**src/rtl/core/ocs_pkg.sv**
```systemverilog
// Shared types, constants and a helper function of the code sweep pulse generator.
`timescale 1ns / 1ps

package ocs_pkg;

	localparam int CFG_IDX_W  = 3;
	localparam int CFG_DATA_W = 32;
	localparam int ORDER_W    = 5;
	localparam int TLEN_W     = 6;
	localparam int BIT_IDX_W  = 6;
	localparam int DUR_W      = 16;
	localparam int CNT_W      = 32;
	localparam int FRAME_W    = 32;

	typedef enum logic [CFG_IDX_W-1:0] {
		REG_SYNC_TIMING    = 3'd0,
		REG_ONE_TIMING     = 3'd1,
		REG_ZERO_TIMING    = 3'd2,
		REG_TEMPLATE_MASK  = 3'd3,
		REG_TEMPLATE_FIXED = 3'd4,
		REG_FRAME_FORMAT   = 3'd5,
		REG_CODE_RANGE     = 3'd6,
		REG_SWEEP_COUNTS   = 3'd7
	} cfg_idx_t;

	localparam logic [31:0] RST_SYNC_TIMING    = 32'd31468780;
	localparam logic [31:0] RST_ONE_TIMING     = 32'd62915040;
	localparam logic [31:0] RST_ZERO_TIMING    = 32'd31458240;
	localparam logic [31:0] RST_TEMPLATE_MASK  = 32'd65452048;
	localparam logic [31:0] RST_TEMPLATE_FIXED = 32'd1572992;
	localparam logic [10:0] RST_FRAME_FORMAT   = 11'd876;
	localparam logic [31:0] RST_CODE_RANGE     = 32'd25823035;
	localparam logic [15:0] RST_SWEEP_COUNTS   = 16'd259;

	typedef struct packed {
		logic [31:0] sync_timing;
		logic [31:0] one_timing;
		logic [31:0] zero_timing;
		logic [31:0] template_mask;
		logic [31:0] template_fixed;
		logic [10:0] frame_format;
		logic [31:0] code_range;
		logic [15:0] sweep_counts;
	} cfg_t;

	typedef struct packed {
		logic             level;
		logic [DUR_W-1:0] duration;
		logic             finished;
		logic             frame_done;
		logic [CNT_W-1:0] frames_sent;
	} rsp_t;

	typedef enum logic [1:0] {
		PH_SYNC_ON  = 2'd0,
		PH_SYNC_OFF = 2'd1,
		PH_BIT_ON   = 2'd2,
		PH_BIT_OFF  = 2'd3
	} phase_t;

	function automatic logic [5:0] popcount32(input logic [31:0] v);
		logic [5:0] n;
		n = '0;
		for (int i = 0; i < 32; i++) begin
			n = n + 6'(v[i]);
		end
		return n;
	endfunction

endpackage

```
**src/rtl/core/ocs_if.sv**
```systemverilog
// Request and response channel interfaces of the code sweep pulse generator.
`timescale 1ns / 1ps

interface ocs_req_if;
	logic valid;
	logic ready;
	logic stop;
	logic restart;

	modport source (output valid, output stop, output restart, input ready);
	modport sink (input valid, input stop, input restart, output ready);
endinterface

interface ocs_rsp_if;
	logic        valid;
	logic        ready;
	logic        level;
	logic [15:0] duration;
	logic        finished;
	logic        frame_done;
	logic [31:0] frames_sent;

	modport source (output valid, output level, output duration, output finished,
		output frame_done, output frames_sent, input ready);
	modport sink (input valid, input level, input duration, input finished,
		input frame_done, input frames_sent, output ready);
endinterface

```
**src/rtl/core/ook_code_sweep_pulse_generator_unit.sv**
```systemverilog
// Top level of the on-off keyed code sweep pulse generator.
//
//   channel  | dir | handshake            | word
//   ---------+-----+----------------------+---------------------------------------------
//   req      | in  | req.valid/req.ready  | stop, restart
//   rsp      | out | rsp.valid/rsp.ready  | level, duration, finished, frame_done,
//            |     |                      | frames_sent
//   cfg      | in  | cfg_we               | cfg_index, cfg_wdata
//
// A request word is captured in the input stage and its response is then registered in the
// output register by the step; one word is accepted per cycle while the output register
// is free or being emptied, and a stalled response holds that flow.
// Reset clears the sweep state and loads the default register values; no clearing
// pass is needed. A stalled response holds in the output register while the next
// word waits in the input stage.
`timescale 1ns / 1ps

module ook_code_sweep_pulse_generator_unit #(
	parameter int MAX_FRAME_BITS = 32,
	parameter int CODE_BITS      = 16
) (
	input  logic                           clk,
	input  logic                           arst_n,
	input  logic                           cfg_we,
	input  logic [ocs_pkg::CFG_IDX_W-1:0]  cfg_index,
	input  logic [ocs_pkg::CFG_DATA_W-1:0] cfg_wdata,
	ocs_req_if.sink                        req,
	ocs_rsp_if.source                      rsp
);
	import ocs_pkg::*;

	cfg_t cfg;
	rsp_t res;
	rsp_t rsp_q;
	logic valid_s1, stop_s1, restart_s1;
	logic rsp_valid_q;
	logic adv;

	ocs_cfg_regs u_cfg (
		.clk    (clk),
		.arst_n (arst_n),
		.we     (cfg_we),
		.index  (cfg_index),
		.wdata  (cfg_wdata),
		.cfg    (cfg)
	);

	// The step runs when a word waits in the input stage and the output register is free or being emptied.
	assign adv       = valid_s1 && (!rsp_valid_q || rsp.ready);
	assign req.ready = !valid_s1 || adv;

	always_ff @(posedge clk or negedge arst_n) begin
		if (!arst_n) begin
			valid_s1 <= 1'b0;
		end else if (req.ready) begin
			valid_s1 <= req.valid;
		end
	end

	always_ff @(posedge clk) begin
		if (req.valid && req.ready) begin
			stop_s1    <= req.stop;
			restart_s1 <= req.restart;
		end
	end

	ocs_engine #(
		.MAX_FRAME_BITS(MAX_FRAME_BITS),
		.CODE_BITS(CODE_BITS)
	) u_engine (
		.clk     (clk),
		.arst_n  (arst_n),
		.advance (adv),
		.stop    (stop_s1),
		.restart (restart_s1),
		.cfg     (cfg),
		.res     (res)
	);

	always_ff @(posedge clk or negedge arst_n) begin
		if (!arst_n) begin
			rsp_valid_q <= 1'b0;
		end else if (adv) begin
			rsp_valid_q <= 1'b1;
		end else if (rsp.ready) begin
			rsp_valid_q <= 1'b0;
		end
	end

	always_ff @(posedge clk) begin
		if (adv) begin
			rsp_q <= res;
		end
	end

	assign rsp.valid       = rsp_valid_q;
	assign rsp.level       = rsp_q.level;
	assign rsp.duration    = rsp_q.duration;
	assign rsp.finished    = rsp_q.finished;
	assign rsp.frame_done  = rsp_q.frame_done;
	assign rsp.frames_sent = rsp_q.frames_sent;

	a_accept_fills_stage: assert property (@(posedge clk) disable iff (!arst_n)
		req.valid && req.ready |=> valid_s1)
		else $error("accepted word did not reach the input stage");

	a_step_fills_output: assert property (@(posedge clk) disable iff (!arst_n)
		adv |=> rsp_valid_q)
		else $error("step result was not presented");

	a_finished_is_quiet: assert property (@(posedge clk) disable iff (!arst_n)
		rsp_valid_q && rsp_q.finished |-> !rsp_q.level && rsp_q.duration == '0
			&& !rsp_q.frame_done)
		else $error("finished word carries an interval");

endmodule

```
**src/rtl/core/ocs_cfg_regs.sv**
```systemverilog
// Configuration register file with a plain write port.
`timescale 1ns / 1ps

module ocs_cfg_regs (
	input  logic                           clk,
	input  logic                           arst_n,
	input  logic                           we,
	input  logic [ocs_pkg::CFG_IDX_W-1:0]  index,
	input  logic [ocs_pkg::CFG_DATA_W-1:0] wdata,
	output ocs_pkg::cfg_t                  cfg
);
	import ocs_pkg::*;

	cfg_t cfg_q;

	always_ff @(posedge clk or negedge arst_n) begin
		if (!arst_n) begin
			cfg_q.sync_timing    <= RST_SYNC_TIMING;
			cfg_q.one_timing     <= RST_ONE_TIMING;
			cfg_q.zero_timing    <= RST_ZERO_TIMING;
			cfg_q.template_mask  <= RST_TEMPLATE_MASK;
			cfg_q.template_fixed <= RST_TEMPLATE_FIXED;
			cfg_q.frame_format   <= RST_FRAME_FORMAT;
			cfg_q.code_range     <= RST_CODE_RANGE;
			cfg_q.sweep_counts   <= RST_SWEEP_COUNTS;
		end else if (we) begin
			unique case (cfg_idx_t'(index))
				REG_SYNC_TIMING:    cfg_q.sync_timing    <= wdata;
				REG_ONE_TIMING:     cfg_q.one_timing     <= wdata;
				REG_ZERO_TIMING:    cfg_q.zero_timing    <= wdata;
				REG_TEMPLATE_MASK:  cfg_q.template_mask  <= wdata;
				REG_TEMPLATE_FIXED: cfg_q.template_fixed <= wdata;
				REG_FRAME_FORMAT:   cfg_q.frame_format   <= wdata[10:0];
				REG_CODE_RANGE:     cfg_q.code_range     <= wdata;
				REG_SWEEP_COUNTS:   cfg_q.sweep_counts   <= wdata[15:0];
				default: ;
			endcase
		end
	end

	assign cfg = cfg_q;

endmodule

```
**src/rtl/core/ocs_scatter.sv**
```systemverilog
// Places the code bits, MSB first, into the template mask positions of the fixed frame.
`timescale 1ns / 1ps

module ocs_scatter #(
	parameter int CODE_BITS = 16
) (
	input  logic [CODE_BITS-1:0]        code,
	input  logic [ocs_pkg::ORDER_W-1:0] order,
	input  logic [ocs_pkg::TLEN_W-1:0]  tlen,
	input  logic [31:0]                 mask,
	input  logic [31:0]                 fixed,
	output logic [31:0]                 frame
);
	import ocs_pkg::*;

	logic [31:0] win;
	logic [31:0] eff;
	logic [31:0] code_ext;

	assign code_ext = 32'(code);

	for (genvar j = 0; j < 32; j++) begin : g_win
		assign win[j] = (TLEN_W'(j) < tlen);
	end

	assign eff = mask & win;

	// A position's rank is the number of carrying positions above it inside the
	// frame, which is how many code bits were used before it.
	for (genvar p = 0; p < 32; p++) begin : g_pos
		logic [5:0]         rank;
		logic               hit;
		logic [ORDER_W-1:0] cb;

		assign rank  = popcount32(eff >> (p + 1));
		assign hit   = eff[p] && (rank < 6'(order));
		assign cb    = order - ORDER_W'(1) - rank[ORDER_W-1:0];
		assign frame[p] = fixed[p] | (hit & code_ext[cb]);
	end

endmodule

```
**src/rtl/core/ocs_engine.sv**
```systemverilog
// Sweep state and the single-pass step that turns one request into one interval.
`timescale 1ns / 1ps

module ocs_engine #(
	parameter int MAX_FRAME_BITS = 32,
	parameter int CODE_BITS      = 16
) (
	input  logic          clk,
	input  logic          arst_n,
	input  logic          advance,
	input  logic          stop,
	input  logic          restart,
	input  ocs_pkg::cfg_t cfg,
	output ocs_pkg::rsp_t res
);
	import ocs_pkg::*;

	localparam int OFS_W = (CODE_BITS - 1 > 16) ? CODE_BITS - 1 : 16;
	localparam int SUM_W = OFS_W + 1;
	localparam logic [TLEN_W:0]    MFB       = (TLEN_W + 1)'(MAX_FRAME_BITS);
	localparam logic [ORDER_W-1:0] ORDER_MAX = ORDER_W'(CODE_BITS - 1);

	phase_t                phase_q, phase_nxt;
	logic [BIT_IDX_W-1:0]  bit_idx_q;
	logic [CODE_BITS-1:0]  code_q;
	logic [OFS_W-1:0]      offset_q, offset_e, offset_nxt;
	logic [7:0]            burst_q, burst_e, burst_nxt;
	logic [7:0]            pass_q, pass_e, pass_nxt;
	logic                  last_bit_q;
	logic [FRAME_W-1:0]    frame_q, frame_new;
	logic [CNT_W-1:0]      fcnt_q, fcnt_e, fcnt_nxt;

	logic [ORDER_W-1:0]    order_raw, order;
	logic [TLEN_W-1:0]     tlen_raw, tlen, fend, pos;
	logic [7:0]            passes, bursts, burst_inc;
	logic [SUM_W-1:0]      code_sum, total, ofs_inc;
	logic [CODE_BITS-1:0]  code_new;
	logic [31:0]           code_ext;
	logic [BIT_IDX_W-1:0]  bi_inc;
	logic                  bv, bv_t, bv_s, last_pair, burst_wrap, fin;

	// Register values as seen by this request.
	assign order_raw = cfg.frame_format[4:0];
	assign order     = (order_raw == '0) ? ORDER_W'(1) :
		(order_raw > ORDER_MAX) ? ORDER_MAX : order_raw;
	assign tlen_raw  = cfg.frame_format[10:5];
	assign tlen      = ({1'b0, tlen_raw} > MFB) ? MFB[TLEN_W-1:0] : tlen_raw;
	assign passes    = cfg.sweep_counts[15:8];
	assign bursts    = (cfg.sweep_counts[7:0] == '0) ? 8'd1 : cfg.sweep_counts[7:0];

	// Restart clears the iterator before the request is served.
	assign offset_e = restart ? '0 : offset_q;
	assign burst_e  = restart ? '0 : burst_q;
	assign pass_e   = restart ? '0 : pass_q;
	assign fcnt_e   = restart ? '0 : fcnt_q;

	assign code_sum = SUM_W'(cfg.code_range[15:0]) + SUM_W'(offset_e);
	assign code_new = code_sum[CODE_BITS-1:0];
	assign total    = (cfg.code_range[31:16] != '0) ? SUM_W'(cfg.code_range[31:16]) :
		(SUM_W'(1) << order);
	assign ofs_inc  = SUM_W'(offset_e) + SUM_W'(1);

	ocs_scatter #(
		.CODE_BITS(CODE_BITS)
	) u_scatter (
		.code  (code_new),
		.order (order),
		.tlen  (tlen),
		.mask  (cfg.template_mask),
		.fixed (cfg.template_fixed),
		.frame (frame_new)
	);

	// Template frames go out MSB first; positions past bit 31 carry zero.
	assign pos      = tlen - TLEN_W'(1) - bit_idx_q;
	assign bv_t     = (bit_idx_q < tlen) && !pos[5] && frame_q[pos[4:0]];
	assign code_ext = 32'(code_q);
	assign bv_s     = !bit_idx_q[5] && code_ext[bit_idx_q[4:0]];
	assign bv       = (tlen != '0) ? bv_t : bv_s;

	assign fend      = (tlen != '0) ? tlen : TLEN_W'(order);
	assign bi_inc    = bit_idx_q + BIT_IDX_W'(1);
	assign last_pair = (bi_inc == '0) || (bi_inc >= fend);
	assign burst_inc = burst_e + 8'd1;
	assign burst_wrap = (burst_inc >= bursts);
	assign fin       = (phase_q == PH_SYNC_ON) && (stop || (pass_e >= passes));

	always_comb begin
		unique case (phase_q)
			PH_SYNC_ON:  phase_nxt = fin ? PH_SYNC_ON : PH_SYNC_OFF;
			PH_SYNC_OFF: phase_nxt = PH_BIT_ON;
			PH_BIT_ON:   phase_nxt = PH_BIT_OFF;
			PH_BIT_OFF:  phase_nxt = last_pair ? PH_SYNC_ON : PH_BIT_ON;
			default:     phase_nxt = PH_SYNC_ON;
		endcase
	end

	always_comb begin
		res.level      = 1'b0;
		res.duration   = '0;
		res.finished   = 1'b0;
		res.frame_done = 1'b0;
		unique case (phase_q)
			PH_SYNC_ON: begin
				if (fin) begin
					res.finished = 1'b1;
				end else begin
					res.level    = 1'b1;
					res.duration = cfg.sync_timing[31:16];
				end
			end
			PH_SYNC_OFF: res.duration = cfg.sync_timing[15:0];
			PH_BIT_ON: begin
				res.level    = 1'b1;
				res.duration = bv ? cfg.one_timing[31:16] : cfg.zero_timing[31:16];
			end
			PH_BIT_OFF: begin
				res.duration   = last_bit_q ? cfg.one_timing[15:0] : cfg.zero_timing[15:0];
				res.frame_done = last_pair;
			end
			default: ;
		endcase
		res.frames_sent = fcnt_nxt;
	end

	// Frame-end bookkeeping: progress, burst, code offset and pass.
	always_comb begin
		fcnt_nxt   = fcnt_e;
		burst_nxt  = burst_e;
		offset_nxt = offset_e;
		pass_nxt   = pass_e;
		if ((phase_q == PH_BIT_OFF) && last_pair) begin
			if (fcnt_e != '1) begin
				fcnt_nxt = fcnt_e + CNT_W'(1);
			end
			burst_nxt = burst_inc;
			if (burst_wrap) begin
				burst_nxt = '0;
				if (ofs_inc >= total) begin
					offset_nxt = '0;
					pass_nxt   = pass_e + 8'd1;
				end else begin
					offset_nxt = ofs_inc[OFS_W-1:0];
				end
			end
		end
	end

	always_ff @(posedge clk or negedge arst_n) begin
		if (!arst_n) begin
			phase_q    <= PH_SYNC_ON;
			bit_idx_q  <= '0;
			code_q     <= '0;
			offset_q   <= '0;
			burst_q    <= '0;
			pass_q     <= '0;
			last_bit_q <= 1'b0;
			frame_q    <= '0;
			fcnt_q     <= '0;
		end else if (advance) begin
			phase_q  <= phase_nxt;
			offset_q <= offset_nxt;
			burst_q  <= burst_nxt;
			pass_q   <= pass_nxt;
			fcnt_q   <= fcnt_nxt;
			case (phase_q)
				PH_SYNC_OFF: begin
					bit_idx_q <= '0;
					code_q    <= code_new;
					if (tlen != '0) begin
						frame_q <= frame_new;
					end
				end
				PH_BIT_ON:  last_bit_q <= bv;
				PH_BIT_OFF: bit_idx_q  <= bi_inc;
				default: ;
			endcase
		end
	end

	a_frame_done_to_sync: assert property (@(posedge clk) disable iff (!arst_n)
		advance && res.frame_done |=> phase_q == PH_SYNC_ON)
		else $error("frame end did not return to the sync pulse");

	a_finished_holds: assert property (@(posedge clk) disable iff (!arst_n)
		advance && res.finished |=> phase_q == PH_SYNC_ON && $stable(bit_idx_q))
		else $error("finished word changed the frame position");

	a_progress_monotonic: assert property (@(posedge clk) disable iff (!arst_n)
		advance && !restart |=> fcnt_q >= $past(fcnt_q))
		else $error("frame counter went backwards without restart");

endmodule
```
**src/flat_wrapper.sv**
```systemverilog
// flat-port wrapper written by rule: the top's interface ports become plain ports
module ook_code_sweep_pulse_generator_unit_flat import ocs_pkg::*;
#(
	parameter int MAX_FRAME_BITS = 32,
	parameter int CODE_BITS      = 16
)
  (clk, arst_n, cfg_we, cfg_index, cfg_wdata, req_valid, req_stop, req_restart, req_ready, rsp_valid, rsp_level, rsp_duration, rsp_finished, rsp_frame_done, rsp_frames_sent, rsp_ready);
  ocs_req_if req_i ();
  ocs_rsp_if rsp_i ();
  input  logic clk;
  input  logic arst_n;
  input  logic cfg_we;
  input  logic [ocs_pkg::CFG_IDX_W-1:0] cfg_index;
  input  logic [ocs_pkg::CFG_DATA_W-1:0] cfg_wdata;
  input wire logic [$bits(req_i.valid)-1:0] req_valid;
  input wire logic [$bits(req_i.stop)-1:0] req_stop;
  input wire logic [$bits(req_i.restart)-1:0] req_restart;
  output wire logic [$bits(req_i.ready)-1:0] req_ready;
  output wire logic [$bits(rsp_i.valid)-1:0] rsp_valid;
  output wire logic [$bits(rsp_i.level)-1:0] rsp_level;
  output wire logic [$bits(rsp_i.duration)-1:0] rsp_duration;
  output wire logic [$bits(rsp_i.finished)-1:0] rsp_finished;
  output wire logic [$bits(rsp_i.frame_done)-1:0] rsp_frame_done;
  output wire logic [$bits(rsp_i.frames_sent)-1:0] rsp_frames_sent;
  input wire logic [$bits(rsp_i.ready)-1:0] rsp_ready;
  assign req_i.valid = req_valid;
  assign req_i.stop = req_stop;
  assign req_i.restart = req_restart;
  assign req_ready = req_i.ready;
  assign rsp_valid = rsp_i.valid;
  assign rsp_level = rsp_i.level;
  assign rsp_duration = rsp_i.duration;
  assign rsp_finished = rsp_i.finished;
  assign rsp_frame_done = rsp_i.frame_done;
  assign rsp_frames_sent = rsp_i.frames_sent;
  assign rsp_i.ready = rsp_ready;
  ook_code_sweep_pulse_generator_unit #(.MAX_FRAME_BITS(MAX_FRAME_BITS), .CODE_BITS(CODE_BITS)) u_core (.clk(clk), .arst_n(arst_n), .cfg_we(cfg_we), .cfg_index(cfg_index), .cfg_wdata(cfg_wdata), .req(req_i), .rsp(rsp_i));
endmodule
```
**config.mk**
```make
export PLATFORM = sky130hd
export DESIGN_NAME = ook_code_sweep_pulse_generator_unit_flat
export DESIGN_NICKNAME = d
export VERILOG_FILES = /design/src/rtl/core/ocs_pkg.sv /design/src/rtl/core/ocs_if.sv /design/src/rtl/core/ook_code_sweep_pulse_generator_unit.sv /design/src/rtl/core/ocs_cfg_regs.sv /design/src/rtl/core/ocs_scatter.sv /design/src/rtl/core/ocs_engine.sv /design/src/flat_wrapper.sv
export SDC_FILE = /design/constraint.sdc
export NUM_CORES = 2
export LEC_CHECK = 0
export ABC_AREA = 1
export BUFFER_PORTS_ARGS = -buffer_cell sky130_fd_sc_hd__buf_4
export CORE_MARGIN = 2
export CORE_UTILIZATION = 25
export CTS_BUF_LIST = sky130_fd_sc_hd__clkbuf_16
export DETAILED_ROUTE_END_ITERATION = 8
export GPL_TIMING_DRIVEN = 0
export PLACE_DENSITY = 0.43
export SLEW_MARGIN = 20
export SYNTH_ARGS = -nofsm -noshare
export SYNTH_HDL_FRONTEND = slang
export SYNTH_SLANG_ARGS = --single-unit
```
**constraint.sdc**
```tcl
create_clock -name clk -period 12.1 [get_ports clk]
set_input_delay 1.815 -clock clk [delete_from_list [all_inputs] [get_ports clk]]
set_output_delay 1.815 -clock clk [all_outputs]
set_load 0.02 [all_outputs]
```
==> metrics.txt <==
# TYPE chip_impl_metric gauge
chip_impl_metric{name="ctsHtreeMaxLevel",unit=""} 2
chip_impl_metric{name="die_height",unit="um"} 429
chip_impl_info{name="cts_tree",value="built"} 1
chip_impl_metric{name="holdBufCountCts",unit=""} 0
chip_impl_metric{name="final_cell_area",unit="um^2"} 51000
chip_impl_metric{name="layout_min_cycle_time",unit="ns"} 9.35
chip_impl_metric{name="crit_fanout",unit=""} 9
chip_impl_metric{name="insertedDiodeCount",unit=""} 0
chip_impl_info{name="critical_path.startpoint",value="u_core.u_cfg.cfg[57]$_DFFE_PN1P_"} 1
chip_impl_metric{name="finalSetupViolations",unit=""} 0
chip_impl_metric{name="report.final.hold_viol_count",unit=""} 0
chip_impl_metric{name="final_core_util",unit="%"} 28.5
chip_impl_metric{name="inserted_clock_buffers",unit=""} 45
chip_impl_metric{name="max_slew_margin",unit="%"} 22.1
chip_impl_metric{name="post-place-cells",unit=""} 8458
chip_impl_metric{name="layout-drive-gt1-share",unit="%"} 7.18
chip_impl_metric{name="synthDistinctLibCells",unit=""} 58
chip_impl_metric{name="placed_area",unit="um^2"} 49600
chip_impl_metric{name="critical_path.max_stage_delay",unit="ns"} 0.74
chip_impl_metric{name="finalClockSkew",unit="ns"} 0.0419
chip_impl_metric{name="post_synth_adder_cell_area",unit="%"} 28.4
chip_impl_metric{name="r2r_slack",unit="ns"} 2.75
chip_impl_info{name="clock-root-buffer",value="sky130_fd_sc_hd__clkbuf_16"} 1
chip_impl_metric{name="syn_to_final_growth",unit="%"} 13.2
chip_impl_metric{name="detail_route.first_pass.iterations",unit=""} 7
chip_impl_metric{name="fmax",unit="GHz"} 0.107
chip_impl_info{name="worst_path_cell_with_the_longest_stage_delay",value="sky130_fd_sc_hd__inv_1"} 1
chip_impl_metric{name="seq_cells_post_synth",unit=""} 395
chip_impl_metric{name="post_cts.resized_instances",unit=""} 0
chip_impl_metric{name="die_width",unit="um"} 429
chip_impl_metric{name="initial_core_util",unit="%"} 25.2
chip_impl_info{name="most_frequent_cells_after_synthesis",value="1060 x sky130_fd_sc_hd__inv_1, 971 x sky130_fd_sc_hd__nand2_1, 743 x sky130_fd_sc_hd__nand3_1, 498 x sky130_fd_sc_hd__ha_1, 424 x sky130_fd_sc_hd__o21ai_0"} 1
chip_impl_metric{name="final_std_cells_w_o_fill",unit=""} 8542
chip_impl_metric{name="synth_top_area_share",unit="%"} 15.4
chip_impl_metric{name="synth-edff-count",unit=""} 53
chip_impl_metric{name="num_vias",unit=""} 40700
chip_impl_metric{name="row_count",unit=""} 155
chip_impl_info{name="timing.critical_path.to",value="u_core.u_engine.frame_q[0]$_DFFE_PN0P_"} 1
chip_impl_metric{name="grt_first_pass_wirelength",unit="um"} 264000
chip_impl_metric{name="finalWeightedCongestion",unit=""} 0.898
chip_impl_metric{name="gr-total-overflow",unit=""} 0
chip_impl_metric{name="clock_insertion_delay_worst_skew",unit="ns"} 0.62
chip_impl_metric{name="floorplan.core_area",unit="um^2"} 179000
chip_impl_metric{name="ys_seq_area_share",unit="%"} 22.7
chip_impl_metric{name="ys_warn_count",unit=""} 0
chip_impl_metric{name="drt_first_iter_violations",unit=""} 3346
chip_impl_metric{name="reg2regPathDepth",unit=""} 33
chip_impl_metric{name="critical_path_arrival",unit="ns"} 9.85
chip_impl_info{name="ys_top_cells_by_area",value="sky130_fd_sc_hd__dfrtp_1 15%, sky130_fd_sc_hd__fa_1 15%, sky130_fd_sc_hd__ha_1 14%"} 1
chip_impl_info{name="hp-start",value="u_core.u_engine.fcnt_q[0]$_DFFE_PN0P_"} 1
chip_impl_metric{name="io_buffer_count",unit=""} 94
chip_impl_metric{name="drv.max_cap_violation_count",unit=""} 0
chip_impl_metric{name="post-dp-hpwl",unit="um"} 136000
chip_impl_metric{name="post_synth_inst_count",unit=""} 5958
chip_impl_info{name="worstSetupStartpointType",value="flop"} 1
chip_impl_metric{name="synth.mux.area_fraction",unit="%"} 0
chip_impl_metric{name="synth_compound_gate_area_share",unit="%"} 11.6
chip_impl_metric{name="drtAntennaViolNets",unit=""} 0
chip_impl_info{name="rsz_0062_raised_after_global_routing",value="false"} 1
chip_impl_info{name="combinational_family_with_the_most_area_after_synthesis",value="adder cells"} 1
chip_impl_info{name="ys_dominant_reg_cell",value="sky130_fd_sc_hd__dfrtp_1"} 1
chip_impl_metric{name="post_synth_instance_area",unit="um^2"} 45100
chip_impl_info{name="run_status",value="finished clean"} 1
chip_impl_metric{name="worst_ep_required_time",unit="ns"} 12.60
chip_impl_metric{name="syn-mean-instance-area",unit="um^2"} 7.56
chip_impl_metric{name="worstMarginPinSlew",unit="ns"} 1.17
chip_impl_metric{name="timing_max_transition_violations_final",unit=""} 0
chip_impl_metric{name="synth_xor_area_share",unit="%"} 3.71
chip_impl_info{name="netlist.top_cell.by_area",value="sky130_fd_sc_hd__dfrtp_1"} 1
chip_impl_info{name="timing.hold.worst.class",value="reg2reg"} 1
chip_impl_metric{name="total_number_of_nets_in_the_final_design",unit=""} 7018
chip_impl_metric{name="final_min_period_over_clock_period",unit="%"} 77.3
chip_impl_metric{name="grt_start_max_net_pins",unit=""} 93
chip_impl_metric{name="die_area",unit="um^2"} 184000
chip_impl_metric{name="detail_route.drc_violations",unit=""} 0
chip_impl_metric{name="globalRouteTotalUtil",unit="%"} 19.0
chip_impl_info{name="regToRegStartpoint",value="u_core.u_cfg.cfg[57]$_DFFE_PN1P_"} 1
chip_impl_info{name="path_class",value="reg2reg"} 1
chip_impl_info{name="timing.rr.end",value="u_core.u_engine.frame_q[0]$_DFFE_PN0P_"} 1
chip_impl_metric{name="cts_setup_buffers",unit=""} 0
chip_impl_metric{name="path_clk_slew",unit="ns"} 0.06
chip_impl_metric{name="fillCellCount",unit=""} 19700
chip_impl_metric{name="antenna_found_initial",unit=""} 7
chip_impl_metric{name="clock-sinks",unit=""} 395
chip_impl_metric{name="vias_per_inst",unit=""} 4.77
chip_impl_metric{name="first_global_vias",unit=""} 40200
chip_impl_info{name="crit_path_end_kind",value="flop"} 1
chip_impl_metric{name="cts-root-to-sink-buffers",unit=""} 3
chip_impl_metric{name="async_reset_ff_share",unit="%"} 86.6
chip_impl_metric{name="routed_wire_length_per_instance",unit="um"} 20.7
chip_impl_metric{name="ios",unit=""} 95
chip_impl_metric{name="simple_gate_area_share_of_the_yosys_netlist",unit="%"} 22.4
chip_impl_info{name="synth.most_common_cell",value="sky130_fd_sc_hd__inv_1"} 1
chip_impl_metric{name="final_wirelength",unit="um"} 177000
cell type report:
| type | instances | area, um^2 | share of cell area, % |
|---|---|---|---|
| multi-input cells | 4275 | 30000 | 58.8 |
| plain buffers | 214 | 926 | 1.82 |
| inverters | 1093 | 4120 | 8.07 |
| clock inverters | 39 | 277 | 0.542 |
| repair buffers | 126 | 1380 | 2.70 |
| well taps | 2355 | 2950 | 5.78 |
| flip-flops and latches | 395 | 10200 | 20.1 |
| clock buffers | 45 | 1130 | 2.21 |
logic make-up (layout without fill, tap and decap cells):
kind of cell	Yosys count	after routing
and+or+nand+nor	2285	2285
adders and majority gates	826	826
DFF	395	395
AOI/OAI and AO/OA	954	954
xor gates and xnor gates	190	190
other	1	20
buffers and inverters	1307	1517
worst min-delay path by stage:
stage                                                        end  slack (ns)  cells after the start
final                      u_core.u_engine.fcnt_q[0]$_DFFE_PN0P_        0.48                      2
after global routing      u_core.u_engine.code_q[11]$_DFFE_PN0P_        0.50                      2
after CTS                 u_core.u_engine.code_q[11]$_DFFE_PN0P_        0.48                      2
after detailed placement  u_core.u_engine.code_q[11]$_DFFE_PN0P_        0.46                      2
after global placement         u_core.u_cfg.cfg[149]$_DFFE_PN0P_        0.46                      2
after floorplan           u_core.u_engine.code_q[14]$_DFFE_PN0P_        0.44                      2
metal layers:
layer / vias to the layer above / wire (um) / track usage [%]
met5: - / 0 / 0
met4: 0 / 7670 / 7.11
met3: 256 / 9310 / 2.56
met2: 1153 / 80500 / 31.0
met1: 19800 / 79500 / 25.4
li1: 19600 / - / -
through the flow:
stage	setup WS, ns	hold slack [ns]	TNS [ns]
after global routing	2.22	0.496	0
final	2.75	0.475	0
after CTS	2.74	0.480	0
after global placement	-0.159	0.459	-0.159
after detailed placement	2.75	0.464	0
after floorplan	4.27	0.444	0
worst max-delay path: cells and delay by family (launching register included):
family                     cells  cell delay (ns)
AOI/OAI and AO/OA              4             0.57
xor gates and xnor gates       2             0.82
adders and majority gates      9             4.04
buffers and inverters         10             1.51
DFF                            1             0.64
and+or+nand+nor                8             1.58
sequential cells by signal, indices dropped and copies added (netlist names), 8 cells and up:
register,flops
u_core.rsp.frames_sent,32
u_core.rsp.duration,16
u_core.u_engine.code_q,16
u_core.u_engine.pass_q,8
u_core.u_engine.offset_q,16
u_core.u_engine.fcnt_q,32
u_core.u_engine.burst_q,8
u_core.u_engine.frame_q,32
u_core.u_cfg.cfg,219
layout by cell type, fill, tap and decap left out, drive strengths merged, types with 2 or more instances in the layout:
cell type and count:
a211oi 3, a21o 5, a21oi 300, a31oi 15, and2 4, buf 176, clkbuf 209, clkinv 25
clkinvlp 2, conb 20, dfrtp 278, dfstp 64, edfxtp 53, fa 328, ha 498, inv 1104
nand2 989, nand3 745, nand3b 32, nand4 34, nor2 424, nor3 37, nor4 6, o2111ai 6
o211ai 44, o21a 42, o21ai 496, o21bai 29, o22ai 11, or2 12, xnor2 46, xor2 144
Power is not shown: default switching activity piles up to over one toggle a cycle in this logic, so the estimate is an artifact.
